[src/rtl/core/itag_pkg.sv]
package itag_pkg;

  // Default sizes of the interval and track stores.
  localparam int unsigned MaxRecordsDef = 64;
  localparam int unsigned MaxTracksDef  = 16;

  // Fixed field widths of the request and result channels.
  localparam int unsigned TimeW = 31;
  localparam int unsigned RecW  = 6;
  localparam int unsigned TrkW  = 4;

  // Request operation codes.
  typedef enum logic {
    OpLoad = 1'b0,
    OpRun  = 1'b1
  } op_e;

endpackage

[src/rtl/core/itag_if.sv]
// Request channel: one interval load or one run command.
interface itag_req_if import itag_pkg::*; ();
  logic             valid;
  logic             ready;
  logic             opcode;
  logic [TimeW-1:0] start_time;
  logic [TimeW-1:0] stop_time;

  modport source (output valid, opcode, start_time, stop_time, input ready);
  modport sink   (input valid, opcode, start_time, stop_time, output ready);
endinterface

// Result channel: one placement per loaded interval.
interface itag_res_if import itag_pkg::*; ();
  logic            valid;
  logic            ready;
  logic [RecW-1:0] record_number;
  logic [TrkW-1:0] track_number;
  logic            opened_track;
  logic            track_overflow;
  logic            last_of_run;

  modport source (output valid, record_number, track_number, opened_track, track_overflow,
                  last_of_run, input ready);
  modport sink   (input valid, record_number, track_number, opened_track, track_overflow,
                  last_of_run, output ready);
endinterface

[src/rtl/core/interval_track_assigner.sv]
// Interval track assigner. Load requests store one interval each (begin and end) in order,
// up to MAX_RECORDS; further loads are dropped. A run request places every stored
// interval in order of rising begin (ties to the earliest loaded) on the best-fitting
// track, or opens a new one, and returns one result per interval, the final one
// flagged last_of_run; the stores are empty again afterwards, and a run with nothing
// loaded returns nothing. For each placement the minimum-begin search walks all loaded
// intervals, one entry a cycle through the single read port of the interval store, and
// the track store is then walked one track a cycle, over the tracks in use, by a shared
// subtract-and-compare unit; that walk is skipped while no track is open yet. The
// request channel is held off for the whole run; the final result may wait in its output
// register while new loads are taken.
module interval_track_assigner import itag_pkg::*; #(
  parameter int unsigned MAX_RECORDS = MaxRecordsDef,
  parameter int unsigned MAX_TRACKS  = MaxTracksDef
) (
  input  logic       clk_i,
  input  logic       rst_ni,
  itag_req_if.sink   req_i,
  itag_res_if.source res_o
);

  localparam int unsigned RecIdxW = $clog2(MAX_RECORDS);
  localparam int unsigned RecCntW = $clog2(MAX_RECORDS + 1);
  localparam int unsigned TrkIdxW = (MAX_TRACKS > 1) ? $clog2(MAX_TRACKS) : 1;
  localparam int unsigned TrkCntW = $clog2(MAX_TRACKS + 1);

  localparam logic [RecCntW-1:0] RecMax = RecCntW'(MAX_RECORDS);
  localparam logic [TrkCntW-1:0] TrkMax = TrkCntW'(MAX_TRACKS);

  typedef enum logic [2:0] {
    StIdle,
    StPick,
    StPickEnd,
    StTrk,
    StTrkEnd,
    StPlace
  } state_e;

  state_e               state_q;
  logic [RecCntW-1:0]   loaded_q;
  logic [RecCntW-1:0]   done_q;
  logic [TrkCntW-1:0]   tracks_q;
  logic [MAX_RECORDS-1:0] placed_q;

  // Search over the interval store.
  logic [RecIdxW-1:0]   scan_q;
  logic                 cmp_vld_q;
  logic [RecIdxW-1:0]   cmp_idx_q;
  logic                 pick_found_q;
  logic [RecIdxW-1:0]   pick_idx_q;
  logic [TimeW-1:0]     pick_start_q;
  logic [TimeW-1:0]     pick_stop_q;

  // Search over the track store.
  logic [TrkIdxW-1:0]   tscan_q;
  logic                 tcmp_vld_q;
  logic [TrkIdxW-1:0]   tcmp_idx_q;
  logic                 trk_found_q;
  logic [TrkIdxW-1:0]   trk_idx_q;
  logic [TimeW-1:0]     gap_q;

  // Result register.
  logic                 out_vld_q;
  logic [RecW-1:0]      out_rec_q;
  logic [TrkW-1:0]      out_trk_q;
  logic                 out_open_q;
  logic                 out_ovf_q;
  logic                 out_last_q;

  // Memories and their registered read data.
  logic [TimeW-1:0]     start_mem [MAX_RECORDS];
  logic [TimeW-1:0]     stop_mem  [MAX_RECORDS];
  logic [TimeW-1:0]     trk_mem   [MAX_TRACKS];
  logic [TimeW-1:0]     start_rd_q;
  logic [TimeW-1:0]     stop_rd_q;
  logic [TimeW-1:0]     trk_rd_q;

  logic                 req_hs;
  logic                 load_we;
  logic                 pick_take;
  logic [TimeW:0]       diff;
  logic                 fits;
  logic                 trk_take;
  logic                 place_go;
  logic                 is_last;
  logic                 has_room;
  logic                 trk_we;
  logic [TrkIdxW-1:0]   trk_waddr;
  logic [TrkIdxW+TrkW-1:0] trk_wide;
  logic [RecIdxW+RecW-1:0] rec_wide;

  assign req_i.ready = (state_q == StIdle);
  assign req_hs      = req_i.valid && req_i.ready;
  assign load_we     = req_hs && (req_i.opcode == OpLoad) && (loaded_q < RecMax);

  // The begin compare keeps the first of equal begins.
  assign pick_take = cmp_vld_q && !placed_q[cmp_idx_q] &&
                     (!pick_found_q || (start_rd_q < pick_start_q));

  // Gap to a track; a negative difference means the track is still busy.
  assign diff     = {1'b0, pick_start_q} - {1'b0, trk_rd_q};
  assign fits     = !diff[TimeW];
  assign trk_take = tcmp_vld_q && fits && (!trk_found_q || (diff[TimeW-1:0] <= gap_q));

  // Placement happens once the result register is free.
  assign place_go  = (state_q == StPlace) && (!out_vld_q || res_o.ready);
  assign is_last   = ((done_q + RecCntW'(1)) == loaded_q);
  assign has_room  = (tracks_q < TrkMax);
  assign trk_waddr = trk_found_q ? trk_idx_q : tracks_q[TrkIdxW-1:0];
  assign trk_we    = place_go && (trk_found_q || has_room);
  assign trk_wide  = {{TrkW{1'b0}}, trk_waddr};
  assign rec_wide  = {{RecW{1'b0}}, pick_idx_q};

  // Interval store: written by loads, read one entry a cycle by the search.
  always_ff @(posedge clk_i) begin
    if (load_we) begin
      start_mem[loaded_q[RecIdxW-1:0]] <= req_i.start_time;
      stop_mem[loaded_q[RecIdxW-1:0]]  <= req_i.stop_time;
    end
    start_rd_q <= start_mem[scan_q];
    stop_rd_q  <= stop_mem[scan_q];
  end

  // Track store: last end per track.
  always_ff @(posedge clk_i) begin
    if (trk_we) begin
      trk_mem[trk_waddr] <= pick_stop_q;
    end
    trk_rd_q <= trk_mem[tscan_q];
  end

  // Sequencer, search registers and result register.
  always_ff @(posedge clk_i or negedge rst_ni) begin
    if (!rst_ni) begin
      state_q      <= StIdle;
      loaded_q     <= '0;
      done_q       <= '0;
      tracks_q     <= '0;
      placed_q     <= '0;
      scan_q       <= '0;
      cmp_vld_q    <= 1'b0;
      cmp_idx_q    <= '0;
      pick_found_q <= 1'b0;
      pick_idx_q   <= '0;
      pick_start_q <= '0;
      pick_stop_q  <= '0;
      tscan_q      <= '0;
      tcmp_vld_q   <= 1'b0;
      tcmp_idx_q   <= '0;
      trk_found_q  <= 1'b0;
      trk_idx_q    <= '0;
      gap_q        <= '0;
      out_vld_q    <= 1'b0;
      out_rec_q    <= '0;
      out_trk_q    <= '0;
      out_open_q   <= 1'b0;
      out_ovf_q    <= 1'b0;
      out_last_q   <= 1'b0;
    end else begin
      cmp_vld_q  <= (state_q == StPick);
      cmp_idx_q  <= scan_q;
      tcmp_vld_q <= (state_q == StTrk);
      tcmp_idx_q <= tscan_q;

      // Running minimum of the begins.
      if (pick_take) begin
        pick_found_q <= 1'b1;
        pick_idx_q   <= cmp_idx_q;
        pick_start_q <= start_rd_q;
        pick_stop_q  <= stop_rd_q;
      end

      // Running best fit; equal gaps move to the later track.
      if (trk_take) begin
        trk_found_q <= 1'b1;
        trk_idx_q   <= tcmp_idx_q;
        gap_q       <= diff[TimeW-1:0];
      end

      // The taken result leaves the register unless a new one replaces it.
      if (res_o.ready && out_vld_q && !place_go) begin
        out_vld_q <= 1'b0;
      end

      unique case (state_q)
        StIdle: begin
          if (load_we) begin
            placed_q[loaded_q[RecIdxW-1:0]] <= 1'b0;
            loaded_q <= loaded_q + RecCntW'(1);
          end
          if (req_hs && (req_i.opcode == OpRun) && (loaded_q != '0)) begin
            scan_q       <= '0;
            done_q       <= '0;
            pick_found_q <= 1'b0;
            state_q      <= StPick;
          end
        end
        StPick: begin
          if ((RecCntW'(scan_q) + RecCntW'(1)) == loaded_q) begin
            state_q <= StPickEnd;
          end else begin
            scan_q <= scan_q + RecIdxW'(1);
          end
        end
        StPickEnd: begin
          tscan_q     <= '0;
          trk_found_q <= 1'b0;
          state_q     <= (tracks_q == '0) ? StPlace : StTrk;
        end
        StTrk: begin
          if ((TrkCntW'(tscan_q) + TrkCntW'(1)) == tracks_q) begin
            state_q <= StTrkEnd;
          end else begin
            tscan_q <= tscan_q + TrkIdxW'(1);
          end
        end
        StTrkEnd: begin
          state_q <= StPlace;
        end
        StPlace: begin
          if (place_go) begin
            out_vld_q  <= 1'b1;
            out_rec_q  <= rec_wide[RecW-1:0];
            out_last_q <= is_last;
            out_open_q <= !trk_found_q && has_room;
            out_ovf_q  <= !trk_found_q && !has_room;
            out_trk_q  <= (trk_found_q || has_room) ? trk_wide[TrkW-1:0] : '0;
            if (is_last) begin
              // Run complete: empty all stores.
              loaded_q <= '0;
              tracks_q <= '0;
              done_q   <= '0;
              placed_q <= '0;
              state_q  <= StIdle;
            end else begin
              if (!trk_found_q && has_room) begin
                tracks_q <= tracks_q + TrkCntW'(1);
              end
              placed_q[pick_idx_q] <= 1'b1;
              done_q       <= done_q + RecCntW'(1);
              scan_q       <= '0;
              pick_found_q <= 1'b0;
              state_q      <= StPick;
            end
          end
        end
        default: begin
          state_q <= StIdle;
        end
      endcase
    end
  end

  assign res_o.valid          = out_vld_q;
  assign res_o.record_number  = out_rec_q;
  assign res_o.track_number   = out_trk_q;
  assign res_o.opened_track   = out_open_q;
  assign res_o.track_overflow = out_ovf_q;
  assign res_o.last_of_run    = out_last_q;

endmodule

[src/flat_wrapper.sv]
// flat-port wrapper written by rule: the top's interface ports become plain ports
module interval_track_assigner_flat import itag_pkg::*;
#(
  parameter int unsigned MAX_RECORDS = MaxRecordsDef,
  parameter int unsigned MAX_TRACKS  = MaxTracksDef
)
  (clk_i, rst_ni, req_i_valid, req_i_opcode, req_i_start_time, req_i_stop_time, req_i_ready, res_o_valid, res_o_record_number, res_o_track_number, res_o_opened_track, res_o_track_overflow, res_o_last_of_run, res_o_ready);
  itag_req_if req_i_i ();
  itag_res_if res_o_i ();
  input  logic clk_i;
  input  logic rst_ni;
  input wire logic [$bits(req_i_i.valid)-1:0] req_i_valid;
  input wire logic [$bits(req_i_i.opcode)-1:0] req_i_opcode;
  input wire logic [$bits(req_i_i.start_time)-1:0] req_i_start_time;
  input wire logic [$bits(req_i_i.stop_time)-1:0] req_i_stop_time;
  output wire logic [$bits(req_i_i.ready)-1:0] req_i_ready;
  output wire logic [$bits(res_o_i.valid)-1:0] res_o_valid;
  output wire logic [$bits(res_o_i.record_number)-1:0] res_o_record_number;
  output wire logic [$bits(res_o_i.track_number)-1:0] res_o_track_number;
  output wire logic [$bits(res_o_i.opened_track)-1:0] res_o_opened_track;
  output wire logic [$bits(res_o_i.track_overflow)-1:0] res_o_track_overflow;
  output wire logic [$bits(res_o_i.last_of_run)-1:0] res_o_last_of_run;
  input wire logic [$bits(res_o_i.ready)-1:0] res_o_ready;
  assign req_i_i.valid = req_i_valid;
  assign req_i_i.opcode = req_i_opcode;
  assign req_i_i.start_time = req_i_start_time;
  assign req_i_i.stop_time = req_i_stop_time;
  assign req_i_ready = req_i_i.ready;
  assign res_o_valid = res_o_i.valid;
  assign res_o_record_number = res_o_i.record_number;
  assign res_o_track_number = res_o_i.track_number;
  assign res_o_opened_track = res_o_i.opened_track;
  assign res_o_track_overflow = res_o_i.track_overflow;
  assign res_o_last_of_run = res_o_i.last_of_run;
  assign res_o_i.ready = res_o_ready;
  interval_track_assigner #(.MAX_RECORDS(MAX_RECORDS), .MAX_TRACKS(MAX_TRACKS)) u_core (.clk_i(clk_i), .rst_ni(rst_ni), .req_i(req_i_i), .res_o(res_o_i));
endmodule
[config.mk]
export PLATFORM = sky130hd
export DESIGN_NAME = interval_track_assigner_flat
export DESIGN_NICKNAME = d
export VERILOG_FILES = /design/src/rtl/core/itag_pkg.sv /design/src/rtl/core/itag_if.sv /design/src/rtl/core/interval_track_assigner.sv /design/src/flat_wrapper.sv
export SDC_FILE = /design/constraint.sdc
export NUM_CORES = 2
export LEC_CHECK = 0
export CORE_MARGIN = 1.5
export CORE_UTILIZATION = 60
export DETAILED_ROUTE_END_ITERATION = 7
export DONT_BUFFER_PORTS = 1
export PLACE_DENSITY = 0.76
export SYNTH_ARGS = -nofsm -noshare
export SYNTH_HDL_FRONTEND = slang
export SYNTH_MEMORY_MAX_BITS = 65536
export SYNTH_SLANG_ARGS = --single-unit
[constraint.sdc]
create_clock -name clk_i -period 5.9 [get_ports clk_i]
set_clock_uncertainty 0.1 [all_clocks]
set_input_delay 0.295 -clock clk_i [delete_from_list [all_inputs] [get_ports clk_i]]
set_output_delay 0.295 -clock clk_i [all_outputs]
set_load 0.005 [all_outputs]
Yosys cells after proc, flatten, opt, wreduce, memory -nomap -nowiden
Memories as Yosys holds them, arrays and structs flattened. A register that Yosys moved wholly into a read port is not among the register bits.
Cells that the tools add are included.
{ "classes": {"addsub": 8, "magnitude_cmp": 9, "eq_ne": 17, "n_mux": 50, "bitwise_logic": 4, "reduce_logical": 44} }
{ "ops": {"columns": ["op", "count"], "rows": [
  ["2-to-1 mux 64 bit", 3],
  ["case mux 64 bit (2 select lines)", 1],
  ["bitwise AND 64 bit", 1],
  ["NOT 64 bit", 1],
  ["bitwise OR 64 bit", 1],
  ["2-to-1 mux 7 bit", 6],
  ["subtractor 31 x 31 -> 32 bit", 1],
  ["less-or-equal comparator 31 bit", 1],
  ["< comparator 31 bit", 1],
  ["case mux 7 bit (2 select lines)", 2],
  ["2-to-1 mux 6 bit", 4],
  ["< comparator 6 x 7 -> 1 bit, second input constant", 3],
  ["case mux 3 bit (6 select lines)", 1],
  ["case mux 6 bit (3 select lines)", 1],
  ["logical AND 1 bit", 17],
  ["2-to-1 mux 1 bit", 17],
  ["2-to-1 mux 3 bit", 5],
  ["adder 7 x 1 -> 7 bit, second input constant", 2],
  ["== test 7 bit", 2],
  ["inequality test 2 bit, second input constant", 7],
  ["demux 1 bit (select 6 bit)", 2],
  [">= comparator 6 x 1 -> 1 bit, second input constant", 2],
  ["2-to-1 mux 4 bit", 3],
  ["2-to-1 mux 5 bit", 2],
  ["27 further kinds", 46]
]} }
{ "word_totals": {"register_bits": 227, "ramBits": 4464, "inputBits": 67, "out_inout_bits": 15, "memories": 3} }
{ "mem_list": {"columns": ["memory", "depth", "word_bits", "rd", "rd_clocked_by_memory_dff", "wr", "line", "text"], "rows": [
  ["u_core.start_mem", 64, 31, 1, 1, 1, "interval_track_assigner.sv:71", "logic [TimeW-1:0] start_mem [MAX_RECORDS];"],
  ["u_core.stop_mem", 64, 31, 1, 1, 1, "interval_track_assigner.sv:72", "logic [TimeW-1:0] stop_mem [MAX_RECORDS];"],
  ["u_core.trk_mem", 16, 31, 1, 1, 1, "interval_track_assigner.sv:73", "logic [TimeW-1:0] trk_mem [MAX_TRACKS];"]
]} }

Logic depth before layout (Yosys ltp)
{ "depth": {"word_depth": 9, "ltp_mapped": 23} }

Least setup slack after synthesis
OpenSTA, ideal clock, no wires.
{ "synth_path": {"path_type": "register -> register", "start": "register u_core.state_q[2]", "end": "memory u_core.start_mem[13][0], enable pin", "arrival_time_ns": 4.499, "required_ns": 5.318, "path_slack_ns": 0.818, "stages_incl_launch_ff": 8, "n_path_buf": 2, "period_less_slack_ns": 5.082, "path_cell_list": "dfrtp_1 -> clkbuf_1 -> nor3_1 -> nand2_1 -> nor3_1 -> clkbuf_1 -> nand4_1 -> nor2_1"} }
{ "synth_between": {"elab_chain_cells": 6} }
{ "synth_rtl": {"columns": ["item", "line", "text"], "rows": [
  ["from (decl)", "interval_track_assigner.sv:39", "state_e state_q;"],
  ["from (signal assigned)", "interval_track_assigner.sv:135", "state_q <= StIdle;"],
  ["from (signal assigned)", "interval_track_assigner.sv:195", "state_q <= StPick;"],
  ["from (signal assigned)", "interval_track_assigner.sv:200", "state_q <= StPickEnd;"],
  ["logical NOT 3 bit", "interval_track_assigner.sv:92", "assign req_i.ready = (state_q == StIdle);"],
  ["via req_i_ready", "flat_wrapper.sv:16", "output wire logic [$bits(req_i_i.ready)-1:0] req_i_ready;"],
  ["logical AND 1 bit", "interval_track_assigner.sv:93", "assign req_hs = req_i.valid && req_i.ready;"],
  ["logical AND 1 bit (2 in a row)", "interval_track_assigner.sv:94", "assign load_we = req_hs && (req_i.opcode == OpLoad) && (loaded_q < RecMax);"],
  ["2-to-1 mux 1 bit", "interval_track_assigner.sv:116", "if (load_we) begin"],
  ["2-to-1 mux 1 bit (not written as such)", "interval_track_assigner.sv:117", "start_mem[loaded_q[RecIdxW-1:0]] <= req_i.start_time;"],
  ["to (decl)", "interval_track_assigner.sv:71", null]
]} }
The timed path passes the listed nets, and every way through them passes these cells.

Final worst setup path
{ "layout_path": {"start": "register u_core.pick_start_q[0]", "end": "register u_core.gap_q[18]"} }
{ "layout_between": {"elab_chain_cells": 4} }
{ "layout_rtl": {"columns": ["item", "line", "text"], "rows": [
  ["from (decl)", "interval_track_assigner.sv:51", "logic [TimeW-1:0] pick_start_q;"],
  ["from (signal assigned)", "interval_track_assigner.sv:169", "pick_start_q <= start_rd_q;"],
  ["subtractor 31 x 31 -> 32 bit", "interval_track_assigner.sv:101", "assign diff = {1'b0, pick_start_q} - {1'b0, trk_rd_q};"],
  ["via u_core.diff[30]", "interval_track_assigner.sv:81", "logic [TimeW:0] diff;"],
  ["less-or-equal comparator 31 bit", "interval_track_assigner.sv:103", "assign trk_take = tcmp_vld_q && fits && (!trk_found_q || (diff[TimeW-1:0] <= gap_q));"],
  ["logical OR 1 bit", "interval_track_assigner.sv:103", null],
  ["logical AND 1 bit", "interval_track_assigner.sv:103", null],
  ["to (signal assigned)", "interval_track_assigner.sv:177", "gap_q <= diff[TimeW-1:0];"],
  ["to (decl)", "interval_track_assigner.sv:60", "logic [TimeW-1:0] gap_q;"]
]} }
The timed path passes the listed nets, and every way through them passes these cells.
A chain may end at the register's enable or synchronous reset.

==> summary.md <==
| Metric | Value |
|---|---|
| Status | `completed` |
| Max-slew violations | `0` |
| Detailed router's first-iteration violation count | `approximately 16,000` |
| Leading post-synthesis cells by cell area | `edfxtp_1, mux4_2, dfrtp_1, mux2i_1, dfxtp_1` |
| Initial Utilization | `60.3%` |
| Vias post-DR | `approximately 96,000` |
| Max-Cap Viols | `0` |
| Crit Path Category | `reg2reg` |
| Syn nets | `between 8,000 and 9,000` |
| Root buffer cell | `clkbuf_16` |
| HPWL Detailed | `249 mm` |
| Pwr per Cell Area | `457 nW/um^2` |
| Critical path launch point type | `flop` |
| DRC viols | `0` |
| Leak pwr | `between 60 and 70 nW` |
| Post-synth EDFFs | `4,464` |
| Main flop type after synthesis | `edfxtp_1` |
| Minimum clock period | `~5.3 ns` |
| Fmax | `188 MHz` |
| Peak VDD IR | `0.000430 V` |
| CP peak stage delay | `0.41 ns` |
| Final worst slack | `0.585 ns` |
| Num CTS Buffers | `around 460` |
| GR Util All Layers | `approximately a third` |
| Worst Setup EP | `u_core.gap_q[18]$_DFFE_PN0P_` |
| Worst R2R Start | `u_core.pick_start_q[0]$_DFFE_PN0P_` |
| Hold Vio Cnt, Final | `0` |
| RSZ-0062 raised after global routing | `false` |
| Vias/cell | `7.13` |
| Share of post-route cells with drive strength above 1 | `25.2%` |
| Relative slew slack | `10.8%` |
| Ys Warns | `0` |
| Worst path required time | `6.65 ns` |
| Io pins | `82` |
| Max H-tree Level | `5` |
| Gr ovfl total | `0` |
| Die Y-Extent | `558 um` |
| Final antenna-violating net count | `0` |
| R2R depth | `21` |
| Yosys cell types | `just over 70` |
| Final WL | `509 mm` |
| Full die area | `311,000 um^2` |
| Crit-path cells | `inv_1, ha_1, inv_1, fa_1, a21o_1, a311oi_1, nor3_1, o211ai_1, a32oi_1, a211oi_2, o21ai_0, xor2_1, ha_1, nand2_1, nor3_1, nand2_1, o21ai_0, o221ai_1, nand2_1, buf_4, mux2_2` |
| Largest net degree at the start of global routing | `228` |
| Top cell type's share of synthesized area | `approximately 73%` |
| First-pass GRT wire length | `715 mm` |
| Critical register-to-register path endpoint | `u_core.gap_q[18]$_DFFE_PN0P_` |
| Gpl congestion | `between 0.8 and 0.9` |
| Die boundary width | `approximately 560 um` |
| Post-Syn Area per Cell | `21.5 um^2` |
| Crit Path Max Fanout | `20` |
| Nets | `9,150` |
| P&R area growth vs syn | `13.1%` |
| CP most frequent cell | `nand2_1` |
| Hold crit path type | `in2reg` |
| R2R Setup Slk | `between 0.5 and 0.6 ns` |
| #FFs+latches synth | `approximately 4,800` |
| CTS clk-pin slew, worst paths | `0.07 ns` |
| Port Buffers | `0` |
| Worst-margin pin slew | `1.34 ns` |
| Synthesized netlist cell count | `roughly 8,600` |
| Tcrit/Tclk final | `90.1%` |
| First-pass DRT Iterations | `8` |
| CTS max path bufs | `4` |
| Clk_lat worst skew | `1.02 ns` |
| Final setup vio count | `0` |
| WL per Instance | `between 30 and 40 um` |
| Core ar. | `about 310,000 um^2` |
| Synth area leader | `edfxtp_1` |
| TritonCTS clock tree | `done` |
| CTS Sinks | `around 4,800` |
| Setup TNS Final | `0 ns` |
| Arrival time of the worst setup path | `between 6 and 7 ns` |
| Setup crit start | `u_core.pick_start_q[0]$_DFFE_PN0P_` |
| Crit end category | `flop` |
| Antenna violations before repair | `34` |
| Setup WS pre-CTS | `between 0.5 and 0.6 ns` |
| Crit-path slowest cell | `a211oi_2` |
| Sequential area share after synthesis | `around three quarters` |
| Netlist Area Pre-Place | `roughly 180,000 um^2` |
| Row Count | `203` |
| Ys async rst share | `4.74%` |
| Vias in the first global route | `95,998` |
metal layers:
| layer | part of all wire (%) | GRT usage [%] |
|---|---|---|
| met1 | 34 | 43.8 |
| met2 | 48 | 51.9 |
| met3 | 14 | 8.68 |
| met4 | 5.0 | 14.0 |
| met5 | 0.031 | 0 |
synthesized netlist by cell type (9+ instances only):
cell / n
inv_1: 113
clkbuf_1: 301
buf_2: 18
a31oi_1: 46
mux4_2: 1159
nand4_1: 22
or3_1: 9
mux2_1: 20
dfrtp_1: 227
edfxtp_1: 4464
dfxtp_1: 93
nand2b_1: 10
nor2_1: 185
mux2i_1: 383
ha_1: 99
o22ai_1: 48
a221oi_1: 31
mux2_2: 106
nand2_1: 221
xnor2_1: 28
xor2_1: 20
a211oi_1: 17
buf_1: 133
a21o_1: 37
o221ai_1: 131
nor3_1: 23
nor2b_1: 12
nand3_1: 26
a21oi_1: 304
a22oi_1: 31
o21ai_0: 171
sequential cells by signal, summed over array words and instances (netlist names), 3 cells and up:
name / flops
u_core.gap_q: 31
u_core.trk_mem: 496
u_core.scan_q: 6
u_core.stop_rd_q: 31
u_core.res_o.track_number: 4
u_core.trk_idx_q: 4
u_core.tracks_q: 5
u_core.loaded_q: 7
u_core.trk_rd_q: 31
u_core.stop_mem: 1984
u_core.state_q: 3
u_core.res_o.record_number: 6
u_core.tscan_q: 4
u_core.placed_q: 64
u_core.pick_start_q: 31
u_core.start_mem: 1984
u_core.pick_idx_q: 6
u_core.pick_stop_q: 31
u_core.start_rd_q: 31
u_core.done_q: 7
u_core.cmp_idx_q: 6
u_core.tcmp_idx_q: 4
worst min path at each step:
stage	from	end	slack, ns	cells past startpoint
after global routing	req_i_valid	u_core.start_mem[21][29]$_DFFE_PP_	0.12	5
after floorplan	rst_ni	u_core.cmp_idx_q[0]$_DFF_PN0_	-0.10	0
after detailed placement	rst_ni	u_core.pick_stop_q[2]$_DFFE_PN0P_	-0.07	0
after CTS	rst_ni	u_core.pick_stop_q[14]$_DFFE_PN0P_	0.01	2
final	req_i_valid	u_core.start_mem[21][23]$_DFFE_PP_	0.09	5
after global placement	rst_ni	u_core.pick_stop_q[14]$_DFFE_PN0P_	-0.07	0
stage by stage:
stage	power (W)	std cells	util, %	area (um^2)	hold slack, ns
after floorplan	0.0582	8588	-	185000	-0.101
after global placement	0.0653	12490	62.7	192000	-0.0655
after detailed placement	0.0658	12491	62.7	192000	-0.0652
after CTS	0.0952	13470	68.2	209000	0.0111
after global routing	0.0984	13484	68.3	209000	0.118
final	0.0955	13493	68.3	209000	0.0869
logic make-up (layout without fill, tap and decap cells):
kind of cell	after synthesis	after routing	synth area share (%)
xor+xnor	48	48	0.228
fa+ha+maj	100	100	0.682
simple gates	546	546	1.29
other cells	0	20	0
flops	4784	4784	76.7
mux	1668	1668	17.0
buf+inv	578	1363	1.22
compound gates	864	864	2.94
cells in the final DEF (no fill, tap or decap), types with 28 or more instances in the layout:
cell type,n
nor2_4,80
mux4_2,1159
clkbuf_1,119
o221ai_1,131
nor2_1,105
o22ai_1,48
mux2_2,106
mux2i_1,383
a22oi_1,31
clkinv_2,92
clkbuf_16,459
dfxtp_1,93
o21ai_0,171
ha_1,99
bufinv_16,37
xnor2_1,28
a221oi_1,31
buf_4,167
edfxtp_1,4464
dlygate4sd3_1,68
clkinv_1,78
a31oi_1,46
nand2_1,219
a21oi_1,304
buf_12,130
dfrtp_1,218
a21o_1,37
inv_1,113
buf_16,32
worst max-delay path: cells and delay by family (launching register included):
family | cells | cell delay [ns]
compound gates | 8 | 2.00
xor+xnor | 1 | 0.19
fa+ha+maj | 3 | 0.86
buf+inv | 3 | 0.42
flops | 1 | 0.39
mux | 1 | 0.37
simple gates | 5 | 0.80
power breakdown:
| group | internal [W] | total (W) | switching [W] |
|---|---|---|---|
| logic | 0.0119 | 0.0259 | 0.0140 |
| clock network | 0.0163 | 0.0291 | 0.0129 |
| registers | 0.0387 | 0.0405 | 0.00182 |
| total | 0.0668 | 0.0955 | 0.0287 |
final cells by class:
cell class              instances  area [um^2]
repair buffers                397         5420
well taps                    4100         5130
multi-input cells            3226        41500
clock inverters               248         2530
clock buffers                 601        12200
fillers                     17749        97100
diodes                         20         50.0
inverters                     117          449
flip-flops and latches       4784       142000
repair_timing:
item	4_1_cts	5_1_grt
hold buffers	130	1
gates resized for setup	0	1
setup endpoints to repair	0	15
setup buffers	0	0
hold endpoints to repair	4263	59
Note: power is estimated with default switching activity, not from simulation.
